<file path="src/design/b64d_pkg.sv">
// ----------------------------------------------------------------------------
// b64d_pkg
// Shared types, character codes and the alphabet lookup for the base64
// stream decoder with CR LF framing.
// ----------------------------------------------------------------------------
`default_nettype none

package b64d_pkg;

    // framing codes
    localparam logic [7:0] CHAR_PAD = 8'h3D;
    localparam logic [7:0] CHAR_CR  = 8'h0D;
    localparam logic [7:0] CHAR_LF  = 8'h0A;

    // default result queue depth
    localparam int RESULT_DEPTH = 4;

    typedef enum logic [2:0] {
        PH_START = 3'd0,
        PH_QUAD  = 3'd1,
        PH_AFTER = 3'd2,
        PH_CR    = 3'd3
    } t_phase;

    typedef struct packed {
        logic [1:0] quad_pos;
        logic [5:0] pend;
        t_phase     phase;
        logic       pad_seen;
        logic       quad_done;
        logic       err;
    } t_state;

    localparam t_state STATE_RESET = '{
        quad_pos:  2'd0,
        pend:      6'd0,
        phase:     PH_START,
        pad_seen:  1'b0,
        quad_done: 1'b0,
        err:       1'b0
    };

    // one result item
    typedef struct packed {
        logic [7:0] out_byte;
        logic       is_end;
        logic       bad;
    } t_result;

    // results of one decode step
    typedef struct packed {
        logic       byte_vld;
        logic [7:0] out_byte;
        logic       end_vld;
        logic       bad;
    } t_step_out;

    typedef struct packed {
        logic       ok;
        logic [5:0] val;
    } t_sextet;

    // alphabet lookup
    function automatic t_sextet sextet_of(input logic [7:0] c);
        t_sextet r;
        r.ok  = 1'b1;
        r.val = 6'd0;
        if (c >= 8'h41 && c <= 8'h5A) begin
            r.val = 6'(c - 8'h41);
        end else if (c >= 8'h61 && c <= 8'h7A) begin
            r.val = 6'(c - 8'h61 + 8'd26);
        end else if (c >= 8'h30 && c <= 8'h39) begin
            r.val = 6'(c - 8'h30 + 8'd52);
        end else if (c == 8'h2B) begin
            r.val = 6'd62;
        end else if (c == 8'h2F) begin
            r.val = 6'd63;
        end else begin
            r.ok = 1'b0;
        end
        return r;
    endfunction

endpackage

`default_nettype wire

</file>
<file path="src/design/b64d_step.sv">
// ----------------------------------------------------------------------------
// b64d_step
// Combinational decode of one character: framing and padding checks, sextet
// packing into bytes and the end-of-text verdict.
// ----------------------------------------------------------------------------
`default_nettype none

module b64d_step (
    input  var b64d_pkg::t_state    i_state,
    input  wire logic [7:0]         i_char,
    input  wire logic               i_last,
    output b64d_pkg::t_state        o_next,
    output b64d_pkg::t_step_out     o_res
);

    b64d_pkg::t_state  s;
    b64d_pkg::t_sextet sx;
    logic              do_quad;
    logic              made;
    logic [7:0]        byte_val;
    logic              bad;

    always_comb begin
        s        = i_state;
        sx       = b64d_pkg::sextet_of(i_char);
        do_quad  = 1'b0;
        made     = 1'b0;
        byte_val = 8'd0;
        bad      = 1'b0;

        // framing between quads
        if (!i_state.err) begin
            unique case (i_state.phase)
                b64d_pkg::PH_CR: begin
                    if (i_char == b64d_pkg::CHAR_LF) begin
                        s.phase = b64d_pkg::PH_START;
                    end else begin
                        s.err = 1'b1;
                    end
                end
                b64d_pkg::PH_AFTER: begin
                    if (i_char == b64d_pkg::CHAR_CR) begin
                        s.phase = b64d_pkg::PH_CR;
                    end else if (i_state.pad_seen) begin
                        s.err = 1'b1;
                    end else begin
                        do_quad = 1'b1;
                    end
                end
                b64d_pkg::PH_START: begin
                    if (i_state.pad_seen) begin
                        s.err = 1'b1;
                    end else begin
                        do_quad = 1'b1;
                    end
                end
                b64d_pkg::PH_QUAD: begin
                    do_quad = 1'b1;
                end
                default: begin
                    s.err = 1'b1;
                end
            endcase
        end

        // character within a quad
        if (do_quad) begin
            unique case (i_state.quad_pos)
                2'd0: begin
                    if (!sx.ok) begin
                        s.err = 1'b1;
                    end else begin
                        s.pend     = sx.val;
                        s.quad_pos = 2'd1;
                        s.phase    = b64d_pkg::PH_QUAD;
                    end
                end
                2'd1: begin
                    if (!sx.ok) begin
                        s.err = 1'b1;
                    end else begin
                        byte_val   = {i_state.pend, sx.val[5:4]};
                        s.pend     = {2'b00, sx.val[3:0]};
                        s.quad_pos = 2'd2;
                        made       = 1'b1;
                    end
                end
                2'd2: begin
                    if (i_char == b64d_pkg::CHAR_PAD) begin
                        s.pad_seen = 1'b1;
                        s.quad_pos = 2'd3;
                    end else if (!sx.ok) begin
                        s.err = 1'b1;
                    end else begin
                        byte_val   = {i_state.pend[3:0], sx.val[5:2]};
                        s.pend     = {4'b0000, sx.val[1:0]};
                        s.quad_pos = 2'd3;
                        made       = 1'b1;
                    end
                end
                default: begin
                    if (i_char != b64d_pkg::CHAR_PAD && (i_state.pad_seen || !sx.ok)) begin
                        s.err = 1'b1;
                    end else begin
                        if (i_char == b64d_pkg::CHAR_PAD) begin
                            s.pad_seen = 1'b1;
                        end else begin
                            byte_val = {i_state.pend[1:0], sx.val};
                            made     = 1'b1;
                        end
                        s.quad_pos  = 2'd0;
                        s.pend      = 6'd0;
                        s.phase     = b64d_pkg::PH_AFTER;
                        s.quad_done = 1'b1;
                    end
                end
            endcase
        end

        // end-of-text verdict, then back to the reset state
        bad = s.err || !s.quad_done ||
              !(s.phase == b64d_pkg::PH_AFTER || s.phase == b64d_pkg::PH_START);

        o_res.byte_vld = made && !s.err;
        o_res.out_byte = byte_val;
        o_res.end_vld  = i_last;
        o_res.bad      = bad;
        o_next         = i_last ? b64d_pkg::STATE_RESET : s;
    end

endmodule

`default_nettype wire

</file>
<file path="src/design/b64d_queue.sv">
// ----------------------------------------------------------------------------
// b64d_queue
// Small result queue: takes up to two items per cycle, hands out one.
// ----------------------------------------------------------------------------
`default_nettype none

module b64d_queue #(
    parameter int DEPTH = b64d_pkg::RESULT_DEPTH
) (
    input  wire logic               i_clk,
    input  wire logic               i_rst_n,
    input  wire logic [1:0]         i_push_cnt,
    input  var b64d_pkg::t_result   i_push_a,
    input  var b64d_pkg::t_result   i_push_b,
    input  wire logic               i_pop,
    output b64d_pkg::t_result       o_head,
    output logic                    o_not_empty,
    output logic                    o_room2
);

    localparam int PW = (DEPTH > 1) ? $clog2(DEPTH) : 1;
    localparam int CW = $clog2(DEPTH + 1);

    b64d_pkg::t_result r_mem [DEPTH];
    logic [PW-1:0]     r_wr;
    logic [PW-1:0]     r_rd;
    logic [CW-1:0]     r_cnt;
    logic [PW-1:0]     n_wr;
    logic [PW-1:0]     n_rd;
    logic [CW-1:0]     n_cnt;
    logic [PW-1:0]     wr_plus1;

    function automatic logic [PW-1:0] wrap_inc(input logic [PW-1:0] p);
        return (p == PW'(DEPTH - 1)) ? '0 : PW'(p + 1'b1);
    endfunction

    // pointer and fill count update
    always_comb begin
        wr_plus1 = wrap_inc(r_wr);
        n_wr     = r_wr;
        if (i_push_cnt == 2'd1) begin
            n_wr = wr_plus1;
        end else if (i_push_cnt == 2'd2) begin
            n_wr = wrap_inc(wr_plus1);
        end
        n_rd  = i_pop ? wrap_inc(r_rd) : r_rd;
        n_cnt = CW'(r_cnt + CW'(i_push_cnt) - CW'(i_pop));
    end

    always_ff @(posedge i_clk) begin
        if (!i_rst_n) begin
            r_wr  <= '0;
            r_rd  <= '0;
            r_cnt <= '0;
        end else begin
            r_wr  <= n_wr;
            r_rd  <= n_rd;
            r_cnt <= n_cnt;
        end
    end

    // storage writes
    always_ff @(posedge i_clk) begin
        if (i_push_cnt != 2'd0) begin
            r_mem[r_wr] <= i_push_a;
        end
        if (i_push_cnt == 2'd2) begin
            r_mem[wr_plus1] <= i_push_b;
        end
    end

    assign o_head      = r_mem[r_rd];
    assign o_not_empty = (r_cnt != '0);
    assign o_room2     = (r_cnt <= CW'(DEPTH - 2));

endmodule

`default_nettype wire

</file>
<file path="src/design/base64_stream_decoder_crlf_unit.sv">
// ----------------------------------------------------------------------------
// base64_stream_decoder_crlf_unit
// Streaming base64 decoder with optional CR LF after each quad.
// ----------------------------------------------------------------------------
// Usage:
//   Input channel (i_valid / o_ready) carries one text character per item,
//   with i_last on the final character. Output channel (o_valid / i_ready)
//   carries decoded bytes and, after the final character, one end item
//   (o_is_end = 1) whose o_bad_input flags malformed text.
//   One character is taken per cycle while the queue has room for two items.
//   It is held in an input register, decoded combinationally and its results
//   (none, one or two items) are written into a small result queue. A result
//   passes through the input register and the result queue before it can be
//   taken. Throughput is one character per cycle while that room exists; the
//   single output port moves one result per cycle, so a character that yields
//   both a byte and the end item needs two transfers on the output side.
//   The input stalls only while the result queue has fewer than two free
//   entries, so a stalled receiver fills the queue and then back-pressures.
//   Reset empties the queue and the input register and returns the decoder
//   to the start of a quad; the end item also returns it there.
// ----------------------------------------------------------------------------
`default_nettype none

module base64_stream_decoder_crlf_unit #(
    parameter int DEPTH = b64d_pkg::RESULT_DEPTH
) (
    input  wire logic       i_clk,
    input  wire logic       i_rst_n,
    input  wire logic       i_valid,
    output logic            o_ready,
    input  wire logic [7:0] i_in_char,
    input  wire logic       i_last,
    output logic            o_valid,
    input  wire logic       i_ready,
    output logic [7:0]      o_out_byte,
    output logic            o_is_end,
    output logic            o_bad_input
);

    logic                 r_in_vld;
    logic [7:0]           r_char;
    logic                 r_last;
    b64d_pkg::t_state     r_state;
    b64d_pkg::t_state     n_state;
    b64d_pkg::t_step_out  step_res;
    b64d_pkg::t_result    push_a;
    b64d_pkg::t_result    push_b;
    b64d_pkg::t_result    head;
    logic [1:0]           push_cnt;
    logic                 room2;
    logic                 advance;

    // input register moves on when the queue has room for two items
    assign advance = r_in_vld && room2;
    assign o_ready = !r_in_vld || advance;

    always_ff @(posedge i_clk) begin
        if (!i_rst_n) begin
            r_in_vld <= 1'b0;
        end else if (i_valid && o_ready) begin
            r_in_vld <= 1'b1;
        end else if (advance) begin
            r_in_vld <= 1'b0;
        end
    end

    always_ff @(posedge i_clk) begin
        if (i_valid && o_ready) begin
            r_char <= i_in_char;
            r_last <= i_last;
        end
    end

    // decoder state
    always_ff @(posedge i_clk) begin
        if (!i_rst_n) begin
            r_state <= b64d_pkg::STATE_RESET;
        end else if (advance) begin
            r_state <= n_state;
        end
    end

    b64d_step u_step (
        .i_state (r_state),
        .i_char  (r_char),
        .i_last  (r_last),
        .o_next  (n_state),
        .o_res   (step_res)
    );

    // pack the step results into queue items, byte first
    always_comb begin
        push_b.out_byte = 8'd0;
        push_b.is_end   = 1'b1;
        push_b.bad      = step_res.bad;
        if (step_res.byte_vld) begin
            push_a.out_byte = step_res.out_byte;
            push_a.is_end   = 1'b0;
            push_a.bad      = 1'b0;
        end else begin
            push_a = push_b;
        end
        push_cnt = advance ? (2'(step_res.byte_vld) + 2'(step_res.end_vld)) : 2'd0;
    end

    b64d_queue #(
        .DEPTH (DEPTH)
    ) u_queue (
        .i_clk       (i_clk),
        .i_rst_n     (i_rst_n),
        .i_push_cnt  (push_cnt),
        .i_push_a    (push_a),
        .i_push_b    (push_b),
        .i_pop       (o_valid && i_ready),
        .o_head      (head),
        .o_not_empty (o_valid),
        .o_room2     (room2)
    );

    assign o_out_byte  = head.out_byte;
    assign o_is_end    = head.is_end;
    assign o_bad_input = head.bad;

    // checks
    a_byte_not_bad : assert property (@(posedge i_clk) disable iff (!i_rst_n)
        o_valid && !o_is_end |-> !o_bad_input)
        else $error("data byte item carries bad flag");

    a_end_zero_byte : assert property (@(posedge i_clk) disable iff (!i_rst_n)
        o_valid && o_is_end |-> o_out_byte == 8'd0)
        else $error("end item carries a non-zero byte");

    a_last_resets : assert property (@(posedge i_clk) disable iff (!i_rst_n)
        advance && r_last |=> r_state == b64d_pkg::STATE_RESET)
        else $error("decoder state not cleared after last character");

    a_empty_ready : assert property (@(posedge i_clk) disable iff (!i_rst_n)
        !o_valid |-> o_ready)
        else $error("input stalled with an empty result queue");

endmodule

`default_nettype wire
</file>
<file path="config.mk">
export PLATFORM = sky130hd
export DESIGN_NAME = base64_stream_decoder_crlf_unit
export DESIGN_NICKNAME = d
export VERILOG_FILES = /design/src/design/b64d_pkg.sv /design/src/design/b64d_step.sv /design/src/design/b64d_queue.sv /design/src/design/base64_stream_decoder_crlf_unit.sv
export SDC_FILE = /design/constraint.sdc
export NUM_CORES = 1
export LEC_CHECK = 0
export BUFFER_PORTS_ARGS = -buffer_cell sky130_fd_sc_hd__buf_2
export CORE_UTILIZATION = 39
export CTS_CLUSTER_DIAMETER = 150
export DETAILED_ROUTE_END_ITERATION = 6
export GPL_TIMING_DRIVEN = 0
export PLACE_DENSITY = 0.54
export SYNTH_ARGS = -nofsm -noshare
export SYNTH_HDL_FRONTEND = slang
export SYNTH_HIERARCHICAL = 1
export SYNTH_SLANG_ARGS = --single-unit
</file>
<file path="constraint.sdc">
create_clock -name i_clk -period 8.45 [get_ports i_clk]
set_input_delay 1.69 -clock i_clk [delete_from_list [all_inputs] [get_ports i_clk]]
set_output_delay 1.69 -clock i_clk [all_outputs]
set_load 0.005 [all_outputs]
</file>
== Word-level counts from Yosys, hierarchy flattened ==
Memories as Yosys holds them, arrays and structs flattened. A register that Yosys moved wholly into a read port is not among the register bits.
Cells that the tools add are included.
Storage, ports and cells
  memories: 1
  logic and storage cells: 156
  RAM bits: 40
  output and inout port bits: 12
  register bits after elaboration: 31
Memory list
  u_queue.r_mem: words 4, bits a word 10, rd ports 1, clocked after memory_dff 1, wr ports 2, RTL line b64d_queue.sv:24  | b64d_pkg::t_result r_mem [DEPTH];
Cells by class
  reduce and logical (&&, ||, !) cells: 32
  add/subtract/negate cells: 11
  equality and inequality tests: 25
  mux-type cells: 68
  order comparisons: 7
Operators with widths (number)
  $mux W8: 8
  $pmux W8 S3: 2
  $mux W6: 6
  $mux W1: 28
  $mux W14: 2
  $eq A8 B6 Y1 const B: 3
  $mux W2: 9
  $eq A8 B4 Y1 const B: 2
  $ge A8 B7 Y1 const B: 2
  $le A8 B7 Y1 const B: 2
  $mux W13: 1
  $pmux W3 S2: 2
  $sub A6 B6 Y6 const B: 2
  $mux W11: 1
  $eq A2 B2 Y1 const B: 5
  $mux W10: 1
  $eq A3 B2 Y1 const B: 3
  $mux W3: 3
  $ne A3 B2 Y1 const B: 3
  $ge A8 B6 Y1 const B: 1
  $le A8 B6 Y1 const B: 1
  $logic_and A1 B1 Y1: 8
  $ne A8 B6 Y1 const B: 1
  $reduce_bool A2 Y1: 4
  other kinds (27): 43

== Longest topological paths before layout ==
  depth after elaboration: 19
  gate-level depth with buffers: 18
  mapped depth without buffers: 15

== By module ==
Netlist, hierarchy kept.
By module, submodules not included
  b64d_queue: instances 1, area each 2507.4 um2, cells an instance 159
  b64d_step: instances 1, area each 1328.8 um2, cells an instance 198
  base64_stream_decoder_crlf_unit: instances 1, area each 1006.0 um2, cells an instance 95

== Least setup slack after synthesis ==
Ideal clock, no wire load.
  kind: reg-to-reg
  start: register r_char[0]
  end: memory u_queue/r_mem[1][0] (netlist name), enable pin
  stages on the path, launching flop included: 16
  setup time: 391 ps
  path slack: 4054 ps
  clock period less this slack: 4396 ps
  buffers on the path: 3
  data arrival time: 4005 ps
  cell sequence: edfxtp_1 > inv_1 > ha_1 > nor2b_1 > o211a_1 > or3_1 > buf_6 > and3_1 > buf_6 > buf_6 > nor3_1 > ha_1 > and3_1 > inv_1 > ha_1 > o21ai_0
RTL lines
  start, declared: RTL line base64_stream_decoder_crlf_unit.sv:41  | logic [7:0] r_char;
  start signal, assigned: RTL line base64_stream_decoder_crlf_unit.sv:69  | r_char <= i_in_char;
  end, declared: RTL line b64d_queue.sv:24

==> results.env <==
OUTCOME='finished clean'
CTS_ROOT_BUF='clkbuf_16'
PERIOD_NEEDED_NS=5.514
DESIGN.DIE.AREA_UM2=12870
SYNTH.LARGEST_AREA_CELL='edfxtp_1'
SYN-INSTANCE-COUNT=452
SYNTH_AREA_UM2=4842
SYNTH-ASYNC-RESET-RATIO_PCT=0
FILLER_CELL_COUNT=1145
PATH_CELLS='inv_1 -> ha_1 -> a21o_1 -> a31oi_1 -> nand3b_1 -> and3_1 -> buf_6 -> buf_6 -> nor3_1 -> ha_1 -> and3_1 -> inv_1 -> ha_1 -> nand2_1 -> buf_2 -> o21ai_1 -> buf_6'
CORE.ROWCOUNT=40
CLOCKPOWERSHARE_PCT=38.1
ROUTED-VIA-COUNT=3718
DETAILED_PLACE_HPWL_UM=8157
POSTSYNTH.TOPFLOPCELL='edfxtp_1'
FIN_NETS=568
SYNTH-SEQ-AREA-SHARE_PCT=40.31
WORST-R2R-SETUP-SLACK_NS=2.94
SYN2LAYOUT_AREA_GROWTH_PCT=16.69
CLOCK_TREE.BUFFER_DEPTH=2
SLOWEST_STAGE='nor3_1'
WORSTPATHBUFFERINVERTERCOUNT=6
WORSTPATHMAXFANOUT=11
DIODES=0
RSZ0062_AT_GRT='false'
POST_CTS.REPAIR.SETUP_BUFFERS=0
ROUTED_WIRE_LENGTH_PER_INSTANCE_UM=15.91
SYNTH_SEQ_CELLS=73
FINALSETUPTNS_NS=0
DIE_H_UM=113.4
FINALSETUPVIOLCOUNT=0
PORT_BUFFERS=24
CRIT-REG2REG-LAUNCH='r_char[2]'
DRT_FIRST_PASS_ITERS=4
YOSYS_WARNINGS=6
CELLLEAKAGEPOWER_nW=2.200
GLOBALPLACE.CONGESTION=0.9221
CRIT_PATH_MAX_INCR_DELAY_NS=0.95
TOP_LEVEL_PORTS=25
STARTPOINT='r_char[2]'
CTS.HTREE.LEVELS=3
GLOBALROUTE.TOTALOVERFLOW=0
POST_CTS_RESIZE_COUNT=0
SYNTH_EDF_COUNT=49
VIA_PER_INST=5.327
ROUTE.FINAL.WIRE_LENGTH_UM=11100
DRC=0
CTS-HOLD-FIX-BUFFERS=0
POWER.SHARE.SEQUENTIAL_PCT=40.0
POWER.DENSITY_CELL_AREA_nW_PER_UM2=182.8
GRT_PASS1_WL_UM=18190
HOLD_PATH.CLASS='reg2reg'
TRITONCTS='built'
MIN_DELAY_STARTPOINT='r_state[0]'
DRT.ANTENNA.VIOLATING_NETS=0
SYNTH.AVG_CELL_AREA_UM2=10.71
IRDROPWORSTVDD_V=0.00007831
NET_SWITCHING_POWER_FIGURE_W=0.0002836
SWSHARE_PCT=27.45
WORSTSKEWPAIRLATENCY_NS=0.34
FIRST_GLOBAL_VIAS=3611
FINAL_DESIGN_AREA_EXCLUDING_FILLERS_UM2=5650
PLACED_INSTANCE_AREA_UM2=5338
REPORT.FINAL.SLEW_VIOL_COUNT=0
WORST_SETUP_HOLD_PATH_CLK_SLEW_NS=0.06
INITIAL_CORE_UTIL_PCT=40.15
MAXIMUM_NUMBER_OF_PINS_ON_ONE_NET_BEFORE_GLOBAL_ROUTE_REPAIR=14
CAP_VIOLATIONS=0
SYNTH.MOST_COMMON_CELL='edfxtp_1'
POWER.COMBINATIONAL.FRACTION_PCT=21.9
TIMING.CLOCK.SKEW_NS=0.008247
SYNTH_TOP_AREA_SHARE_PCT=30.39
WORST-SETUP-PATH-TYPE='reg2reg'
CLKSINKCOUNT=73
GROUTE.USAGE.OVERALL_PCT=18.44
CP.REQUIRED_NS=8.50
CP_DATA_ARRIVAL_TIME_NS=5.56
SYNTH.TOP_CELLS.BY_COUNT='49 x edfxtp_1, 40 x mux2_2, 32 x nand2_1'
DIE_WIDTH_UM=113.4
SYNTH.AREA.TOP_CELLS='edfxtp_1 30%, dfxtp_1 9.9%, mux2_2 9.3%'
DRT_ITER0_MARKERS=286
NETLIST-CELL-TYPE-COUNT=66
CTS_MADE_BUFFERS=9
TIMING.CRITICAL_PATH.MAX_DELAY_FAMILY='simple AND/OR/NAND/NOR gates'
POST-ROUTE-PERIOD-UTIL_PCT=65.25
MAX_FREQ_GHz=0.1814
MAX-SLEW-MARGIN-REL_PCT=19.45
REPORT.FINAL.HOLD_VIOL_COUNT=0
CP-END-KIND='register'
GRT_ANTENNA_BEFORE_REPAIR=0
POST_ROUTE_CELLS_DRIVE_ABOVE_1_SHARE_PCT=24.72
DESIGN.CORE.AREA_UM2=12060
CRITICAL_PATH.STARTPOINT_TYPE='register'
P_INT_W=0.0007493
WORSTMARGINPINSLEW_NS=1.199
final timing paths:
kind | endpoint | cells after the start
setup / recovery | u_queue/r_mem[3][3] | 17
setup reg to reg | u_queue/r_mem[3][3] | 17
hold / removal | r_state[0] | 2
hold reg to reg | r_state[0] | 2
state kept, by name, indices dropped and copies added, names as in the netlist, named ones only:
name and cells:
u_queue/r_rd 2, r_char 8, u_queue/r_wr 2, u_queue/r_cnt 3, r_state 14, r_in_vld 1, r_last 1, u_queue/r_mem 40
worst reg2reg max path, stage by stage (launching register included):
cell and delay [ns]:
edfxtp_1 0.53, inv_1 0.19, ha_1 0.31, a21o_1 0.22, a31oi_1 0.26, nand3b_1 0.33
and3_1 0.28, buf_6 0.12, buf_6 0.14, nor3_1 0.95, ha_1 0.40, and3_1 0.21
inv_1 0.09, ha_1 0.23, nand2_1 0.09, buf_2 0.23, o21ai_1 0.43, buf_6 0.22
power groups by stage:
stage / Clock (W) / Sequential (W) / Combinational (W)
floorplan: 0 / 0.000417 / 0.000167
CTS: 0.000404 / 0.000413 / 0.000229
global placement: 0 / 0.000421 / 0.000223
global route: 0.000417 / 0.000416 / 0.000253
detailed placement: 0 / 0.000421 / 0.000228
finish: 0.000393 / 0.000413 / 0.000226
stage by stage:
stage / utilization (%) / hold WS (ns) / std cells / setup slack, ns / total power [W]
after floorplan: - / 0.4394 / 486 / 4.054 / 0.0005831
after global placement: 43.94 / 0.4485 / 678 / 2.546 / 0.0006437
after detailed placement: 44.25 / 0.4546 / 682 / 2.870 / 0.0006491
after CTS: 46.85 / 0.4622 / 698 / 2.842 / 0.001046
after global routing: 46.85 / 0.4698 / 698 / 2.378 / 0.001086
final: 46.85 / 0.4589 / 698 / 2.936 / 0.001033
kinds of logic after synthesis:
kind of cell	after synthesis	share of synthesized area (%)
and+or+nand+nor	137	15.37
muxes	52	14.37
AOI/OAI and AO/OA	101	15.61
DFF	73	40.31
buffers and inverters	55	5.633
adders and majority gates	30	7.907
xor gates and xnor gates	2	0.6460
other	2	0.1551
layer usage:
metal	up-vias	track usage (%)	routed length [um]
li1	1829	-	-
met1	1792	23.08	5075
met2	84	31.04	5393
met5	-	0	0
met3	13	4.198	438
met4	0	7.018	194
layout make-up:
type | count | area [um^2] | share of cell area, %
multi-input combinational | 358 | 2745 | 48.58
tap | 168 | 210.2 | 3.720
timing repair buffer | 28 | 157.7 | 2.790
inverter | 27 | 101.3 | 1.794
clock inverter | 2 | 15.01 | 0.2657
clock buffer | 14 | 297.8 | 5.270
buffer | 28 | 171.4 | 3.034
sequential | 73 | 1952 | 34.54
layout by cell type, fill, tap and decap left out, types with 13 or more instances in the layout:
cell / count
mux2_2: 40
edfxtp_1: 49
a21oi_1: 14
nor2_1: 22
nand4_1: 17
conb_1: 36
nand2_1: 32
dfxtp_1: 24
buf_2: 35
ha_1: 29
and2_1: 13
inv_1: 27
No activity file was read; power rests on OpenSTA's default activity.
